File: src/rtl/core/dccd_pkg.sv
// Shared types and constants of the digit canvas centering downsampler.
// Field widths, stream packing offsets, action codes and register indexes.
// No dependencies; imported by every module of the block.
package dccd_pkg;

  localparam int CFG_W        = 9;
  localparam int CFG_IDX_W    = 2;
  localparam int ACTION_W     = 2;
  localparam int COORD_W      = 9;
  localparam int RED_W        = 8;
  localparam int CELL_IDX_W   = 5;
  localparam int CELL_VALUE_W = 8;
  localparam int SHIFT_W      = 9;

  // Input word packing, lowest bit first.
  localparam int X_LSB     = 0;
  localparam int Y_LSB     = X_LSB + COORD_W;
  localparam int RED_LSB   = Y_LSB + COORD_W;
  localparam int ROW_LSB   = RED_LSB + RED_W;
  localparam int COL_LSB   = ROW_LSB + CELL_IDX_W;
  localparam int S_TDATA_W = 40;

  // Output word packing, lowest bit first.
  localparam int VAL_LSB    = 0;
  localparam int INK_LSB    = VAL_LSB + CELL_VALUE_W;
  localparam int LEFT_LSB   = INK_LSB + 1;
  localparam int TOP_LSB    = LEFT_LSB + COORD_W;
  localparam int RIGHT_LSB  = TOP_LSB + COORD_W;
  localparam int BOTTOM_LSB = RIGHT_LSB + COORD_W;
  localparam int SX_LSB     = BOTTOM_LSB + COORD_W;
  localparam int SY_LSB     = SX_LSB + SHIFT_W;
  localparam int M_TDATA_W  = 64;

  localparam int RST_SIDE  = 280;
  localparam int INK_MAX   = 255;
  localparam int SHIFT_MAX = 255;
  localparam int SHIFT_MIN = -256;

  typedef enum logic [ACTION_W-1:0] {
    ACT_CLEAR = 2'd0,
    ACT_PIXEL = 2'd1,
    ACT_CELL  = 2'd2
  } action_t;

  typedef enum logic [CFG_IDX_W-1:0] {
    REG_CANVAS_WIDTH  = 2'd0,
    REG_CANVAS_HEIGHT = 2'd1
  } cfg_reg_t;

endpackage

File: src/rtl/core/dccd_div.sv
// Restoring divider producing one quotient bit per cycle.
// The quotient is known to fit in CELL_VALUE_W bits; depends on dccd_pkg.
module dccd_div #(
  parameter int DVD_W = 22,
  parameter int DVS_W = 14
) (
  input  logic                               clk,
  input  logic                               rst,
  input  logic                               start,
  input  logic [DVD_W-1:0]                   dividend,
  input  logic [DVS_W-1:0]                   divisor,
  output logic                               done,
  output logic [dccd_pkg::CELL_VALUE_W-1:0]  quotient
);
  import dccd_pkg::*;

  localparam int RW    = DVS_W + CELL_VALUE_W;
  localparam int CNT_W = $clog2(CELL_VALUE_W);

  logic             busy;
  logic [CNT_W-1:0] cnt;
  logic [RW-1:0]    rem;
  logic [RW-1:0]    dsh;
  logic             ge;

  assign ge = (rem >= dsh);

  always_ff @(posedge clk) begin
    if (rst) begin
      busy <= 1'b0;
      done <= 1'b0;
      cnt  <= '0;
    end else begin
      done <= 1'b0;
      if (start) begin
        busy <= 1'b1;
        cnt  <= CNT_W'(CELL_VALUE_W - 1);
      end else if (busy) begin
        cnt <= cnt - 1'b1;
        if (cnt == '0) begin
          busy <= 1'b0;
          done <= 1'b1;
        end
      end
    end
  end

  always_ff @(posedge clk) begin
    if (start) begin
      rem <= RW'(dividend);
      dsh <= RW'(divisor) << (CELL_VALUE_W - 1);
    end else if (busy) begin
      if (ge) begin
        rem <= rem - dsh;
      end
      quotient <= {quotient[CELL_VALUE_W-2:0], ge};
      dsh      <= dsh >> 1;
    end
  end

endmodule

File: config.mk
export PLATFORM = sky130hd
export DESIGN_NAME = dccd_div
export DESIGN_NICKNAME = d
export VERILOG_FILES = /design/src/rtl/core/dccd_pkg.sv /design/src/rtl/core/dccd_div.sv
export SDC_FILE = /design/constraint.sdc
export NUM_CORES = 1
export LEC_CHECK = 0
export ABC_AREA = 0
export BUFFER_PORTS_ARGS = -buffer_cell sky130_fd_sc_hd__clkbuf_2
export CORE_MARGIN = 8
export CORE_UTILIZATION = 40
export DETAILED_ROUTE_END_ITERATION = 8
export PLACE_DENSITY_LB_ADDON = 0.08
export SLEW_MARGIN = 10
export SYNTH_ARGS = -nofsm -noshare
export SYNTH_HDL_FRONTEND = slang
export SYNTH_SLANG_ARGS = --single-unit
File: constraint.sdc
create_clock -name clk -period 4.71 [get_ports clk]
set_input_delay 0.2355 -clock clk [delete_from_list [all_inputs] [get_ports clk]]
set_output_delay 0.2355 -clock clk [all_outputs]
set_load 0.05 [all_outputs]
==> impl_metrics.yaml <==
outcome:
  outcome: "finished clean"
power:
  leakagePower_uw: 0.001661
  ir_drop_mv: 0.1769
  power_density_nw_per_um2: 455.9
logic_synthesis:
  netlist_instances: 393
  yosys-top-cells-count: "63 x nand2_1, 44 x edfxtp_1, 33 x o21ai_0"
  synth_top_area_cell: "edfxtp_1"
  yosysMostFrequentCell: "nand2_1"
  synth-edff-count: 44
  synth.top_cell.area_share_pct: 36.53
  synth-main-ff-cell: "edfxtp_1"
  ys_warn_count: 0
  synth_fp_nets: 456
  mappedNetlistArea_um2: 3617
  synth_area_per_cell_um2: 9.204
  ys_seq_area_share_pct: 43.17
  synth_top_cells_by_area: "edfxtp_1 37%, ha_1 8.0%, dfxtp_1 6.6%"
  ys_seq_elements: 56
  synthDistinctLibCells: 61
  synthArstFlopShare_pct: 0
route:
  vias_per_cell: 5.464
  finalWirelength_um: 8631
  top_layer_used: "met4"
  dr.pass1.iters: 4
  drt-met1-wl_um: 4070
  drtAntennaViolNets: 0
  dr_total_vias: 2934
  wl_per_cell_um: 16.07
  route.met2.wl_um: 4004
  wl_met3_um: 490
  drt_drc_violations_left: 0
  drt_iter0_drc: 138
placed_design:
  post_dp_cell_area_um2: 3919
  place.gp.congestion: 0.8193
  dp_cells: 529
  portBuffers: 47
  hpwl_um: 6594
clocking:
  clock_path_buffers: 2
  cts_tree: "done"
  numCtsBuffers: 5
  ctsRootBufferMaster: "clkbuf_8"
  postCtsSetupBuffers: 0
  clk_pin_slew_ps: 110
  clock_sinks: 56
  clock_latency_ps: 320
  cts_hold_buffers: 0
  ctsResizeCount: 0
  ctsHtreeMaxLevel: 2
worst_setup_path:
  critical_path_class: "flip-flop to flip-flop"
  end_kind: "flip-flop"
  cp.arrival_ps: 3130
  rrSetupSlack_ps: 1600
  r2r-start: "rem[0]$_DFFE_PP_"
  critPathMaxFanout: 12
  cp.required_ps: 4730
  start_kind: "flip-flop"
  worstRegToRegCells: 10
  rr_endpoint: "rem[13]$_DFFE_PP_"
sta:
  clock-skew-final_ps: 9.906
  hold_slack_ps: 130.0
  rsz0062_at_grt: "no"
  final-hold-violation-count: 0
  fin_setup_tns_ps: 0
  finalMaxSlewViolations: 0
  finalSetupViolations: 0
  period_needed_ps: 3111
  period_share_pct: 66.04
  max_freq_mhz: 321.5
  worst_slew_pin_slew_ps: 1005
  slew_headroom_pct: 32.89
die:
  dieWidth_um: 111.1
  die_area_um2: 12340
  fp.coreArea_um2: 8763
  row_count: 34
  die_y_um: 111.1
  ios: 48
  initial_core_util_pct: 41.28
flow_run:
  cap_violations: 0
global_route:
  antenna_found_initial: 0
  grt_pass1_wl_um: 14260
  grt_pass1_vias: 2884
  grt_util_all_layers_pct: 13.78
  gr-total-overflow: 0
  grt_max_degree: 43
cells_and_area:
  register_area_um2: 1562
  fin_nets: 491
  final_cells: 537
  antennaDiodeCount: 0
  multiInputGateArea_um2: 1852
  drive_above_1_share_pct: 16.08
  fin_area_um2: 4013
  fillers: 871
  area_delta_synth_final_pct: 10.93
min_path:
  hold_depth: 2
  holdCritPathClass: "input port to flip-flop"
  min_from: "rst"
  holdPathEnd: "cnt[0]$_SDFFE_PP0P_"
[metal layers]
| layer | up-vias | track usage (%) |
|---|---|---|
| li1 | 1495 | - |
| met1 | 1372 | 18.36 |
| met2 | 62 | 22.50 |
| met3 | 5 | 2.706 |
| met4 | 0 | 2.844 |
| met5 | - | 0 |
[power breakdown]
part	switching, µW	total (µW)	internal (µW)
Sequential	33.6	678	645
Clock	172	281	109
Combinational	531	870	340
[per-stage QoR]
| stage | total power (µW) | util (%) | setup WS [ps] |
|---|---|---|---|
| after floorplan | 1363 | - | 927.9 |
| after global placement | 1552 | 44.72 | 1684 |
| after detailed placement | 1558 | 44.72 | 1558 |
| after CTS | 1842 | 45.79 | 1533 |
| after global routing | 1963 | 45.79 | 1351 |
| final | 1829 | 45.79 | 1599 |
[kinds of logic after synthesis]
family,synth area share (%)
multiplexers,2.214
flip-flops,43.17
AND/OR/NAND/NOR,17.74
AO/OA/AOI/OAI,20.68
adder cells (fa/ha/maj),8.509
XOR/XNOR,1.937
buffers and inverters,5.741
[cell usage in the layout, fill, tap and decap left out, drive strengths merged, types with 3 or more instances in the layout]
master / netlist / layout
nor2b: 6 / 6
clkbuf: 15 / 52
a31oi: 4 / 4
buf: 7 / 3
and3: 3 / 3
mux2i: 8 / 8
xnor2: 6 / 6
nand3: 10 / 10
o31ai: 4 / 4
nand2: 63 / 63
nand4: 7 / 7
a21oi: 20 / 20
inv: 29 / 31
o21ai: 34 / 34
edfxtp: 44 / 44
a22o: 4 / 4
nor3: 10 / 10
a21o: 10 / 10
dfxtp: 12 / 12
ha: 23 / 23
o31a: 4 / 4
a211oi: 4 / 4
nor2: 23 / 23
[worst max-delay path, stage by stage (launching register included)]
cell	delay, ps
edfxtp_1	340
inv_1	40
ha_1	210
fa_1	440
nor2b_4	130
o31a_1	170
o31a_1	270
o31a_1	280
nor2_1	90
o21ai_2	500
buf_4	340
[area by class of cell]
type	count	share of cell area, %
Multi-Input combinational cell	285	46.15
Sequential cell	56	38.91
Tap cell	108	3.368
Clock inverter	3	0.6236
Timing Repair Buffer	50	6.423
Clock buffer	5	1.715
Inverter	30	2.806
[state kept, by name (all words and copies together) (netlist names)]
name and cells:
cnt 3, rem 22, dsh 21, quotient 8, busy 1, done 1
[worst max-delay path by stage]
stage / end / startpoint / slack (ps)
final: rem[13]$_DFFE_PP_ / rem[0]$_DFFE_PP_ / 1600
after global routing: rem[15]$_DFFE_PP_ / dsh[8]$_DFFE_PP_ / 1350
after CTS: rem[14]$_DFFE_PP_ / rem[8]$_DFFE_PP_ / 1530
after detailed placement: rem[20]$_DFFE_PP_ / rem[8]$_DFFE_PP_ / 1560
after global placement: rem[4]$_DFFE_PP_ / rem[0]$_DFFE_PP_ / 1680
after floorplan: rem[0]$_DFFE_PP_ / rem[0]$_DFFE_PP_ / 930
Power figures use the tool's default switching activity.
